$ cat src/design/lcdns_pkg.sv
`timescale 1ns / 1ps
// ----------------------------------------------------------------------------
// lcdns_pkg
// Shared types, codes and constants of the character LCD nibble sequencer.
// ----------------------------------------------------------------------------
package lcdns_pkg;

  localparam int WAIT_W          = 20;
  localparam int DATA_W          = 32;
  localparam int ADDR_W          = 4;
  localparam int QUEUE_DEPTH_DEF = 4;

  localparam logic [WAIT_W-1:0] PULSE_RST   = 20'd2000;
  localparam logic [WAIT_W-1:0] SETTLE_RST  = 20'd5000;
  localparam logic [WAIT_W-1:0] CLEAR_RST   = 20'd20000;
  localparam logic [WAIT_W-1:0] POWERUP_RST = 20'd100000;

  localparam logic [1:0] REG_PULSE   = 2'd0;
  localparam logic [1:0] REG_SETTLE  = 2'd1;
  localparam logic [1:0] REG_CLEAR   = 2'd2;
  localparam logic [1:0] REG_POWERUP = 2'd3;

  localparam logic [2:0] ACT_INIT   = 3'd0;
  localparam logic [2:0] ACT_CMD    = 3'd1;
  localparam logic [2:0] ACT_DATA   = 3'd2;
  localparam logic [2:0] ACT_CURSOR = 3'd3;
  localparam logic [2:0] ACT_CLEAR  = 3'd4;

  localparam logic [7:0] CMD_WAKE_A   = 8'h33;
  localparam logic [7:0] CMD_WAKE_B   = 8'h32;
  localparam logic [7:0] CMD_FUNC_SET = 8'h28;
  localparam logic [7:0] CMD_DISP_ON  = 8'h0C;
  localparam logic [7:0] CMD_ENTRY    = 8'h06;
  localparam logic [7:0] CMD_CLEAR    = 8'h01;
  localparam logic [7:0] LINE0_BASE   = 8'h80;
  localparam logic [7:0] LINE1_BASE   = 8'hC0;

  localparam logic [2:0] IDX_FIRST = 3'd0;
  localparam logic [2:0] IDX_CLEAR = 3'd5;

  localparam logic [2:0] SUB_HI_EN  = 3'd0;
  localparam logic [2:0] SUB_HI_DIS = 3'd1;
  localparam logic [2:0] SUB_LO_EN  = 3'd2;
  localparam logic [2:0] SUB_SETTLE = 3'd4;

  typedef enum logic [1:0] {
    JOB_BYTE,
    JOB_CLEAR,
    JOB_INIT
  } job_kind_t;

  typedef struct packed {
    job_kind_t  kind;
    logic       rs;
    logic [7:0] value;
  } job_t;

  typedef enum logic [1:0] {
    SQ_POWER,
    SQ_BYTE,
    SQ_EXTRA
  } seq_state_t;

  typedef struct packed {
    logic [WAIT_W-1:0] pulse;
    logic [WAIT_W-1:0] settle;
    logic [WAIT_W-1:0] clear;
    logic [WAIT_W-1:0] powerup;
  } wait_cfg_t;

  typedef struct packed {
    logic              rs;
    logic              en;
    logic [3:0]        nib;
    logic [WAIT_W-1:0] wait_ticks;
    logic              last;
  } step_t;

  function automatic logic [7:0] init_byte(input logic [2:0] idx);
    logic [7:0] b;
    case (idx)
      3'd0:    b = CMD_WAKE_A;
      3'd1:    b = CMD_WAKE_B;
      3'd2:    b = CMD_FUNC_SET;
      3'd3:    b = CMD_DISP_ON;
      3'd4:    b = CMD_ENTRY;
      default: b = CMD_CLEAR;
    endcase
    return b;
  endfunction

endpackage

$ cat src/design/lcdns_front.sv
`timescale 1ns / 1ps
// ----------------------------------------------------------------------------
// lcdns_front
// Accepts requests, decodes them into jobs and holds one in a stage register.
// ----------------------------------------------------------------------------
module lcdns_front (
  input  logic              clk,
  input  logic              rst,
  input  logic              in_valid,
  output logic              in_ready,
  input  logic [2:0]        action,
  input  logic [7:0]        byte_value,
  input  logic              row,
  input  logic [5:0]        column,
  output logic              job_valid,
  input  logic              job_ready,
  output lcdns_pkg::job_t   job
);
  import lcdns_pkg::*;

  logic slot_valid;
  logic slot_valid_next;
  job_t slot_job;
  job_t dec_job;
  logic dec_ok;
  logic accept;

  always_comb begin
    dec_ok        = 1'b1;
    dec_job.kind  = JOB_BYTE;
    dec_job.rs    = 1'b0;
    dec_job.value = 8'h00;
    case (action)
      ACT_INIT: begin
        dec_job.kind = JOB_INIT;
      end
      ACT_CMD: begin
        dec_job.value = byte_value;
      end
      ACT_DATA: begin
        dec_job.rs    = 1'b1;
        dec_job.value = byte_value;
      end
      ACT_CURSOR: begin
        dec_job.value = (row ? LINE1_BASE : LINE0_BASE) + {2'b00, column};
      end
      ACT_CLEAR: begin
        dec_job.kind = JOB_CLEAR;
      end
      default: begin
        dec_ok = 1'b0;
      end
    endcase
  end

  assign in_ready  = !slot_valid || job_ready;
  assign accept    = in_valid && in_ready;
  assign job_valid = slot_valid;
  assign job       = slot_job;

  always_comb begin
    slot_valid_next = slot_valid;
    if (accept) begin
      slot_valid_next = dec_ok;
    end else if (slot_valid && job_ready) begin
      slot_valid_next = 1'b0;
    end
  end

  always_ff @(posedge clk) begin
    if (rst) begin
      slot_valid <= 1'b0;
    end else begin
      slot_valid <= slot_valid_next;
    end
  end

  always_ff @(posedge clk) begin
    if (accept) begin
      slot_job <= dec_job;
    end
  end

endmodule

$ cat src/design/lcdns_queue.sv
`timescale 1ns / 1ps
// ----------------------------------------------------------------------------
// lcdns_queue
// Short show-ahead job queue between the front and the step sequencer.
// ----------------------------------------------------------------------------
module lcdns_queue #(
  parameter int DEPTH = lcdns_pkg::QUEUE_DEPTH_DEF
) (
  input  logic            clk,
  input  logic            rst,
  input  logic            push_valid,
  output logic            push_ready,
  input  lcdns_pkg::job_t push_job,
  output logic            head_valid,
  input  logic            pop,
  output lcdns_pkg::job_t head_job
);
  import lcdns_pkg::*;

  localparam int PW = (DEPTH > 1) ? $clog2(DEPTH) : 1;
  localparam int CW = $clog2(DEPTH + 1);

  job_t          entries [DEPTH];
  logic [PW-1:0] wr_ptr;
  logic [PW-1:0] rd_ptr;
  logic [CW-1:0] count;
  logic          do_push;

  assign push_ready = (count != CW'(DEPTH));
  assign head_valid = (count != '0);
  assign head_job   = entries[rd_ptr];
  assign do_push    = push_valid && push_ready;

  always_ff @(posedge clk) begin
    if (rst) begin
      wr_ptr <= '0;
      rd_ptr <= '0;
      count  <= '0;
    end else begin
      if (do_push) begin
        wr_ptr <= (wr_ptr == PW'(DEPTH - 1)) ? '0 : wr_ptr + 1'b1;
      end
      if (pop) begin
        rd_ptr <= (rd_ptr == PW'(DEPTH - 1)) ? '0 : rd_ptr + 1'b1;
      end
      if (do_push && !pop) begin
        count <= count + 1'b1;
      end else if (pop && !do_push) begin
        count <= count - 1'b1;
      end
    end
  end

  always_ff @(posedge clk) begin
    if (do_push) begin
      entries[wr_ptr] <= push_job;
    end
  end

endmodule

$ cat src/design/lcdns_back.sv
`timescale 1ns / 1ps
// ----------------------------------------------------------------------------
// lcdns_back
// Walks each job through its pin steps, one step per cycle into an output
// register while the output side takes them.
// ----------------------------------------------------------------------------
module lcdns_back (
  input  logic                 clk,
  input  logic                 rst,
  input  lcdns_pkg::wait_cfg_t cfg,
  input  logic                 job_valid,
  input  lcdns_pkg::job_t      job,
  output logic                 job_pop,
  output logic                 out_valid,
  input  logic                 out_ready,
  output lcdns_pkg::step_t     step
);
  import lcdns_pkg::*;

  seq_state_t state;
  seq_state_t state_next;
  logic       active;
  logic       active_next;
  logic [2:0] sub;
  logic [2:0] sub_next;
  logic [2:0] idx;
  logic [2:0] idx_next;

  seq_state_t cur_state;
  logic [2:0] cur_sub;
  logic [2:0] cur_idx;
  logic [7:0] cur_byte;
  logic       advance;
  step_t      cur_step;

  assign cur_state = active ? state : ((job.kind == JOB_INIT) ? SQ_POWER : SQ_BYTE);
  assign cur_sub   = active ? sub : SUB_HI_EN;
  assign cur_idx   = active ? idx : ((job.kind == JOB_CLEAR) ? IDX_CLEAR : IDX_FIRST);
  assign cur_byte  = (job.kind == JOB_BYTE) ? job.value : init_byte(cur_idx);
  assign advance   = job_valid && (!out_valid || out_ready);
  assign job_pop   = advance && cur_step.last;

  // step outputs
  always_comb begin
    cur_step.rs         = 1'b0;
    cur_step.en         = 1'b0;
    cur_step.nib        = 4'h0;
    cur_step.wait_ticks = cfg.pulse;
    cur_step.last       = 1'b0;
    case (cur_state)
      SQ_POWER: begin
        cur_step.wait_ticks = cfg.powerup;
      end
      SQ_BYTE: begin
        cur_step.rs  = (job.kind == JOB_BYTE) ? job.rs : 1'b0;
        cur_step.en  = (cur_sub == SUB_HI_EN) || (cur_sub == SUB_LO_EN);
        cur_step.nib = (cur_sub <= SUB_HI_DIS) ? cur_byte[7:4] : cur_byte[3:0];
        if (cur_sub == SUB_SETTLE) begin
          cur_step.wait_ticks = cfg.settle;
          cur_step.last       = (job.kind == JOB_BYTE);
        end
      end
      SQ_EXTRA: begin
        cur_step.nib        = CMD_CLEAR[3:0];
        cur_step.wait_ticks = cfg.clear;
        cur_step.last       = 1'b1;
      end
      default: begin
        cur_step.last = 1'b1;
      end
    endcase
  end

  // next state
  always_comb begin
    state_next  = cur_state;
    sub_next    = cur_sub;
    idx_next    = cur_idx;
    active_next = active;
    if (advance) begin
      active_next = !cur_step.last;
      case (cur_state)
        SQ_POWER: begin
          state_next = SQ_BYTE;
          sub_next   = SUB_HI_EN;
          idx_next   = IDX_FIRST;
        end
        SQ_BYTE: begin
          if (cur_sub == SUB_SETTLE) begin
            sub_next = SUB_HI_EN;
            if (cur_idx == IDX_CLEAR) begin
              state_next = SQ_EXTRA;
            end else begin
              idx_next = cur_idx + 1'b1;
            end
          end else begin
            sub_next = cur_sub + 1'b1;
          end
        end
        SQ_EXTRA: begin
          state_next = SQ_BYTE;
        end
        default: begin
          state_next = SQ_BYTE;
        end
      endcase
    end
  end

  always_ff @(posedge clk) begin
    if (rst) begin
      state     <= SQ_BYTE;
      active    <= 1'b0;
      sub       <= '0;
      idx       <= '0;
      out_valid <= 1'b0;
    end else begin
      state  <= state_next;
      active <= active_next;
      sub    <= sub_next;
      idx    <= idx_next;
      if (advance) begin
        out_valid <= 1'b1;
      end else if (out_ready) begin
        out_valid <= 1'b0;
      end
    end
  end

  always_ff @(posedge clk) begin
    if (advance) begin
      step <= cur_step;
    end
  end

endmodule

$ cat src/design/char_lcd_nibble_sequencer_unit.sv
`timescale 1ns / 1ps
// ----------------------------------------------------------------------------
// char_lcd_nibble_sequencer_unit
// Character LCD 4-bit bus sequencer: turns requests into pin-state steps.
// ----------------------------------------------------------------------------
// Each accepted request becomes a run of steps on the output channel, one
// step per cycle while the output side takes them: five steps for a command,
// data or set-cursor request, six for clear, 32 for init. The step sequencer
// sets that rate; the decode stage and a job queue of QUEUE_DEPTH entries in
// front of it keep taking requests while earlier ones are still stepping.
// Action codes 5 to 7 are taken and give no steps. The four wait registers
// sit at byte addresses 0, 4, 8 and 12 and hold 20 bits each.
// ----------------------------------------------------------------------------
module char_lcd_nibble_sequencer_unit #(
  parameter int QUEUE_DEPTH = lcdns_pkg::QUEUE_DEPTH_DEF
) (
  input  logic                         clk,
  input  logic                         rst,
  input  logic                         psel,
  input  logic                         penable,
  input  logic                         pwrite,
  input  logic [lcdns_pkg::ADDR_W-1:0] paddr,
  input  logic [lcdns_pkg::DATA_W-1:0] pwdata,
  output logic [lcdns_pkg::DATA_W-1:0] prdata,
  output logic                         pready,
  input  logic                         in_valid,
  output logic                         in_ready,
  input  logic [2:0]                   action,
  input  logic [7:0]                   byte_value,
  input  logic                         row,
  input  logic [5:0]                   column,
  output logic                         out_valid,
  input  logic                         out_ready,
  output logic                         reg_select,
  output logic                         enable,
  output logic [3:0]                   nibble,
  output logic [lcdns_pkg::WAIT_W-1:0] wait_ticks,
  output logic                         last
);
  import lcdns_pkg::*;

  wait_cfg_t cfg;
  logic      cfg_write;
  logic      fr_valid;
  logic      fr_ready;
  job_t      fr_job;
  logic      head_valid;
  job_t      head_job;
  logic      job_pop;
  step_t     step;

  assign pready    = 1'b1;
  assign cfg_write = psel && penable && pwrite && pready;

  always_ff @(posedge clk) begin
    if (rst) begin
      cfg.pulse   <= PULSE_RST;
      cfg.settle  <= SETTLE_RST;
      cfg.clear   <= CLEAR_RST;
      cfg.powerup <= POWERUP_RST;
    end else if (cfg_write) begin
      case (paddr[3:2])
        REG_PULSE:   cfg.pulse   <= pwdata[WAIT_W-1:0];
        REG_SETTLE:  cfg.settle  <= pwdata[WAIT_W-1:0];
        REG_CLEAR:   cfg.clear   <= pwdata[WAIT_W-1:0];
        REG_POWERUP: cfg.powerup <= pwdata[WAIT_W-1:0];
        default:     cfg.pulse   <= cfg.pulse;
      endcase
    end
  end

  always_comb begin
    case (paddr[3:2])
      REG_PULSE:   prdata = DATA_W'(cfg.pulse);
      REG_SETTLE:  prdata = DATA_W'(cfg.settle);
      REG_CLEAR:   prdata = DATA_W'(cfg.clear);
      REG_POWERUP: prdata = DATA_W'(cfg.powerup);
      default:     prdata = '0;
    endcase
  end

  lcdns_front u_front (
    .clk        (clk),
    .rst        (rst),
    .in_valid   (in_valid),
    .in_ready   (in_ready),
    .action     (action),
    .byte_value (byte_value),
    .row        (row),
    .column     (column),
    .job_valid  (fr_valid),
    .job_ready  (fr_ready),
    .job        (fr_job)
  );

  lcdns_queue #(
    .DEPTH (QUEUE_DEPTH)
  ) u_queue (
    .clk        (clk),
    .rst        (rst),
    .push_valid (fr_valid),
    .push_ready (fr_ready),
    .push_job   (fr_job),
    .head_valid (head_valid),
    .pop        (job_pop),
    .head_job   (head_job)
  );

  lcdns_back u_back (
    .clk       (clk),
    .rst       (rst),
    .cfg       (cfg),
    .job_valid (head_valid),
    .job       (head_job),
    .job_pop   (job_pop),
    .out_valid (out_valid),
    .out_ready (out_ready),
    .step      (step)
  );

  assign reg_select = step.rs;
  assign enable     = step.en;
  assign nibble     = step.nib;
  assign wait_ticks = step.wait_ticks;
  assign last       = step.last;

  a_pop_needs_job: assert property (@(posedge clk) disable iff (rst)
    job_pop |-> head_valid)
    else $error("job popped from an empty queue");

  a_pop_gives_last: assert property (@(posedge clk) disable iff (rst)
    job_pop |=> out_valid && last)
    else $error("job retired without a final step");

  a_strobe_not_last: assert property (@(posedge clk) disable iff (rst)
    out_valid && enable |-> !last)
    else $error("request ended with enable high");

endmodule

$ cat config.mk
export PLATFORM = sky130hd
export DESIGN_NAME = char_lcd_nibble_sequencer_unit
export DESIGN_NICKNAME = d
export VERILOG_FILES = /design/src/design/lcdns_pkg.sv /design/src/design/lcdns_front.sv /design/src/design/lcdns_queue.sv /design/src/design/lcdns_back.sv /design/src/design/char_lcd_nibble_sequencer_unit.sv
export SDC_FILE = /design/constraint.sdc
export NUM_CORES = 1
export LEC_CHECK = 0
export BUFFER_PORTS_ARGS = -buffer_cell sky130_fd_sc_hd__buf_2
export CORE_ASPECT_RATIO = 0.7
export CORE_MARGIN = 1
export CORE_UTILIZATION = 55
export DETAILED_ROUTE_END_ITERATION = 10
export GPL_ROUTABILITY_DRIVEN = 0
export PLACE_DENSITY = 0.77
export SETUP_SLACK_MARGIN = 0.4
export SYNTH_ARGS = -nofsm -noshare
export SYNTH_HDL_FRONTEND = slang
export SYNTH_SLANG_ARGS = --single-unit
export TNS_END_PERCENT = 20
$ cat constraint.sdc
create_clock -name clk -period 3.9 [get_ports clk]
set_input_delay 0.39 -clock clk [delete_from_list [all_inputs] [get_ports clk]]
set_output_delay 0.39 -clock clk [all_outputs]
set_load 0.01 [all_outputs]
After elaboration in Yosys (flattened, before gate mapping) --
Memory sizes are Yosys's and may differ from the RTL's. A register that Yosys moved wholly into a read port is not among the register bits. Cells that the tools add are included.
Word-level totals: register bits 136, bits in writable memories 44, output and inout bits 62, word-level logic and storage cells 125, memories 1
Memory list:
- u_queue.entries | words 4, width 11, read ports 1, clocked after memory_dff 1, wr ports 1, RTL line lcdns_queue.sv:23 | job_t entries [DEPTH];
Operators by class: add/subtract/negate cells 7, $lt $le $gt $ge 1, equal/unequal tests 21, multiplexer cells 41, reduce and logical (&&, ||, !) cells 33
Operator list (number):
- one-hot mux 32 bit (4 select lines) | 1
- one-hot mux 20 bit (3 select lines) | 1
- two-way mux 3 bit | 10
- one-hot mux 6 bit (5 select lines) | 1
- two-way mux 21 bit | 1
- two-way mux 2 bit | 9
- one-hot mux 8 bit (2 select lines) | 1
- == test 3 x 2 -> 1 bit (second input constant) | 5
- == test 2 bit (second input constant) | 6
- == test 3 bit (second input constant) | 4
- one-hot mux 3 bit (2 select lines) | 2
- AND reduction 2 bit | 5
- adder 3 x 1 -> 3 bit (second input constant) | 3
- logical NOT 3 bit | 3
- two-way mux 1 bit | 9
- adder 8 x 6 -> 8 bit | 1
- logical AND 1 bit | 8
- two-way mux 8 bit | 1
- one-hot mux 4 bit (2 select lines) | 1
- two-way mux 7 bit | 1
- == test 2 x 1 -> 1 bit (second input constant) | 3
- == test 3 x 1 -> 1 bit (second input constant) | 2
- logical NOT 2 bit | 3
- nonzero test 2 bit | 3
- 12 further kinds | 19

Logic depth before layout (Yosys ltp) --
depth after elaboration 9, depth in mapped cells 15

Cells and area by module --
A second synthesis with hierarchy kept.
Second synthesis, totals: cell total of the unflattened synthesis 764, area total of the unflattened synthesis 8896.0 um^2
By module, submodules not included:
- char_lcd_nibble_sequencer_unit | times used 1, cells an instance 360, area each 3844.9 um^2, seq. area each 1601.5 um^2
- lcdns_back | times used 1, cells an instance 256, area each 2426.1 um^2, seq. area each 1011.0 um^2
- lcdns_queue | times used 1, cells an instance 105, area each 2064.5 um^2, seq. area each 1501.4 um^2
- lcdns_front | times used 1, cells an instance 43, area each 560.5 um^2, seq. area each 350.3 um^2

Least setup slack after synthesis --
OpenSTA, ideal clock, no wires.
path type flip-flop to flip-flop, from reg with a tool-made name, to reg u_queue.count[2], arrival 3.336 ns, required time 3.830 ns, slack 0.493 ns, stages on the path, launching flop included 16, clock period less this slack 3.407 ns, path through dfxtp_1 buf_2 mux4_2 nand2b_1 mux2i_1 inv_1 ha_1 nand4_1 o32ai_4 nand2_2 ha_1 inv_1 fa_1 xor2_1 or3_1 a21oi_1
RTL lines:
- end signal: assignment | RTL line lcdns_queue.sv:47 | count <= count + 1'b1;
- end signal: assignment | RTL line lcdns_queue.sv:49 | count <= count - 1'b1;
- end: declaration | RTL line lcdns_queue.sv:26 | logic [CW-1:0] count;

==> results.md <==
- EDFF count, synth: 82
- Worst-path clk slew: 70 ps
- I/O pins: 123
- Hold WS: 200.3 ps
- Fin Clk Skew: 12.71 ps
- CTS H-tree depth: 4
- Register area: 0.004467 mm2
- CTS sink cnt: 182
- Final Setup Violations: 0
- Synth cell types: 50
- Vias in the first global route: 5875
- Final Routed Wirelength: 19440 um
- Antenna violations before repair: 0
- Tightest Hold Check Type: primary input to flop
- WP data required: 4280 ps
- R2R cell count: 14
- CP startpoint kind: flop
- Largest net degree at the start of global routing: 49
- RR Startpoint: u_queue.entries[2][9]
- Finished Layout Cells: 1068
- Status: finished, final reports clean
- Post-route ant nets: 0
- Arrival @ worst endpoint: 3790 ps
- Setup slack, reg-to-reg: 480 ps
- CP peak stage delay: 480 ps
- Cell taking the most area after synthesis: edfxtp_1
- Period utilisation layout: 0.8757
- Initial core utilization: 0.5635
- Setup CP Type: flop to flop
- Global-route wire length before repair: 30610 um
- Leak: 3.567 nW
- Fin. max-slew vios: 0
- DP HPWL: 11780 um
- Crit end category: flop
- Buffers on Ports: 95
- WP buf/inv: 2
- MaxCap Viol Count: 0
- Die area: 0.01554 mm2
- Dpl cells: 1032
- P&R area growth vs syn: 14.18%
- Crit path launch: u_queue.entries[2][9]
- RSZ-0062 raised after global routing: false
- Fill count: 1155
- Top delay family on crit path: adder cells
- DR WL/cell: 18.20 um
- # diodes: 0
- Number of DRC markers in iteration 0: 731
- FP Rows: 37
- Most common library cells after synthesis: 208 x nand2_1, 100 x dfxtp_1, 82 x edfxtp_1
- Die W: 148.6 um
- CTS Hold Buffers Added: 0
- Post-synthesis sequential area ratio: 0.5399
- CTS Buf Count: 17
- Most frequent cell after synthesis: nand2_1
- DRT Pass-1 Iters: 9
- Critical Path Fanout Max: 4
- All-Layer GR Usage: 0.2591
- Worst path depth: 14
- Root buffer cell: clkbuf_16
- Critical Path End: u_queue.count[2]
- Hold depth: 3
- Core Region: 0.01468 mm2
- Critical path, cell by cell: mux4_2 -> nand2b_1 -> mux2i_2 -> inv_2 -> ha_1 -> nand4_1 -> o32ai_4 -> nand2_2 -> ha_2 -> inv_1 -> fa_1 -> xor2_1 -> or3_1 -> a21oi_1
- Area of the multi-input gates: 0.003498 mm2
- Vias per Instance: 5.899
- Die span in y: 104.6 um
- Slew HR: 0.3047
- Number of remaining DRC errors: 0
- Slew @ Worst Pin: 1043 ps
- Synthesized area: 0.008269 mm2
- Clock Path Buffers: 2
- Worst reg2reg path endpoint: u_queue.count[2]
- Aggregate global routing overflow: 0
- TritonCTS clock tree: yes
- Fin. Hold Viols: 0
- Post-synth top area share: 0.2978
- Vias post-DR: 6300
- Skew-Pair Late Insertion Delay: 440 ps
- Ys async rst share: 0
- Maximum clock frequency: 292.8 MHz
- Power density over cell area: 542.4 mW/mm2
- Synth Area per Inst: 10.51 um2
- Post-Syn Instances: 787
- Setup tns final: 0 ps
- Fin nets: 941
- Crit-path slowest cell: mux4_2
- VDD IR max: 0.0002989 V
- Predominant post-synthesis flop cell: dfxtp_1
- Synth warn: 0
- FF+latch count, synth: 182
- Layout cells sized above 1: 0.2222
- Area contributors post-synth: edfxtp_1 30%, dfxtp_1 24%, nand2_1 9.4%
- Final min period: 3415 ps
routing by layer:
layer | track usage | vias up | wire (um)
li1 | - | 2958 | -
met2 | 0.3825 | 326 | 8582
met4 | 0.1149 | 0 | 407
met5 | 0 | - | 0
met3 | 0.05240 | 38 | 1752
met1 | 0.3695 | 2978 | 8697
per-stage QoR:
stage	cell area, um2	power (mW)	setup WS [ps]	utilization
finish	9442	5.122	485.0	0.6434
global route	9442	5.311	392.8	0.6434
CTS	9422	5.114	400.2	0.6420
detailed placement	8826	3.435	202.2	0.6014
global placement	8826	3.409	387.6	0.6014
floorplan	8310	3.059	493.1	-
where the power goes:
part | switching [mW] | internal, mW | leakage (nW)
sequential | 0.120 | 2.26 | 1.58
clock | 0.773 | 0.916 | 0.281
combinational | 0.651 | 0.396 | 1.71
total | 1.54 | 3.58 | 3.57
cells by family (layout without fill, tap and decap cells):
logic type	count (synthesis)	in the layout	share of synthesized area
fa+ha+maj	20	20	0.03117
buf+inv	83	158	0.04418
flops	182	182	0.5399
xor+xnor	3	3	0.003178
mux	47	47	0.1053
other cells	2	13	0.0009082
compound gates	154	154	0.1203
simple gates	296	296	0.1551
registers in the layout (all words and copies together), names as in the netlist, named ones only:
name and cells:
u_back.active 1, u_front.job 11, u_back.out_valid 1, u_queue.count 3, u_back.state 2, cfg 80
u_back.step 27, u_queue.entries 44, u_back.sub 3, u_back.idx 3, u_front.job_valid 1, u_queue.wr_ptr 2
u_queue.rd_ptr 2
final cells by class:
| type | instances | share of cell area |
|---|---|---|
| Clock buffer | 21 | 0.04784 |
| Clock inverter | 11 | 0.01246 |
| Inverter | 14 | 0.005566 |
| Multi-Input combinational cell | 533 | 0.3705 |
| Sequential cell | 182 | 0.4731 |
| Tap cell | 195 | 0.02584 |
| Timing Repair Buffer | 112 | 0.06467 |
cells in the final DEF (no fill, tap or decap), types with 3 or more instances in the layout:
cell type  instances
conb_1            13
ha_1              18
nor2_1            25
xor2_1             3
nand3b_1          22
mux4_2            31
nand3_1            8
edfxtp_1          82
a211oi_1           4
a21oi_1           68
clkinv_4           3
nand4_1            3
a31oi_1            3
a22oi_1            8
clkbuf_16         17
o21ai_0           31
and3_1             5
and2_1             7
a21o_1             3
inv_1             13
buf_2             95
mux2_2            10
inv_8              3
or3_1              4
nor3_1             4
dfxtp_1           98
buf_4             15
a222oi_1          20
mux2i_1            5
nand2_1          208
worst min path at each step:
stage	start	end	slack (ps)
global route	pwdata[3]	cfg[43]	220
floorplan	cfg[40]	cfg[40]	450
detailed placement	cfg[12]	cfg[12]	460
global placement	u_back.out_valid	u_back.out_valid	450
CTS	in_valid	u_front.job_valid	190
finish	in_valid	u_front.job_valid	200
tightest hold or removal path, cell delays in order:
cell and delay, ps:
buf_2 100, nand2_1 50, a21oi_1 50
what timing repair did:
action | CTS | global route
pin swaps | 0 | 2
gates resized for setup | 1 | 6
buffers inserted | 3 | 1
endpoints found under the setup margin | 2 | 2
Note: power is estimated with default switching activity, not from simulation.
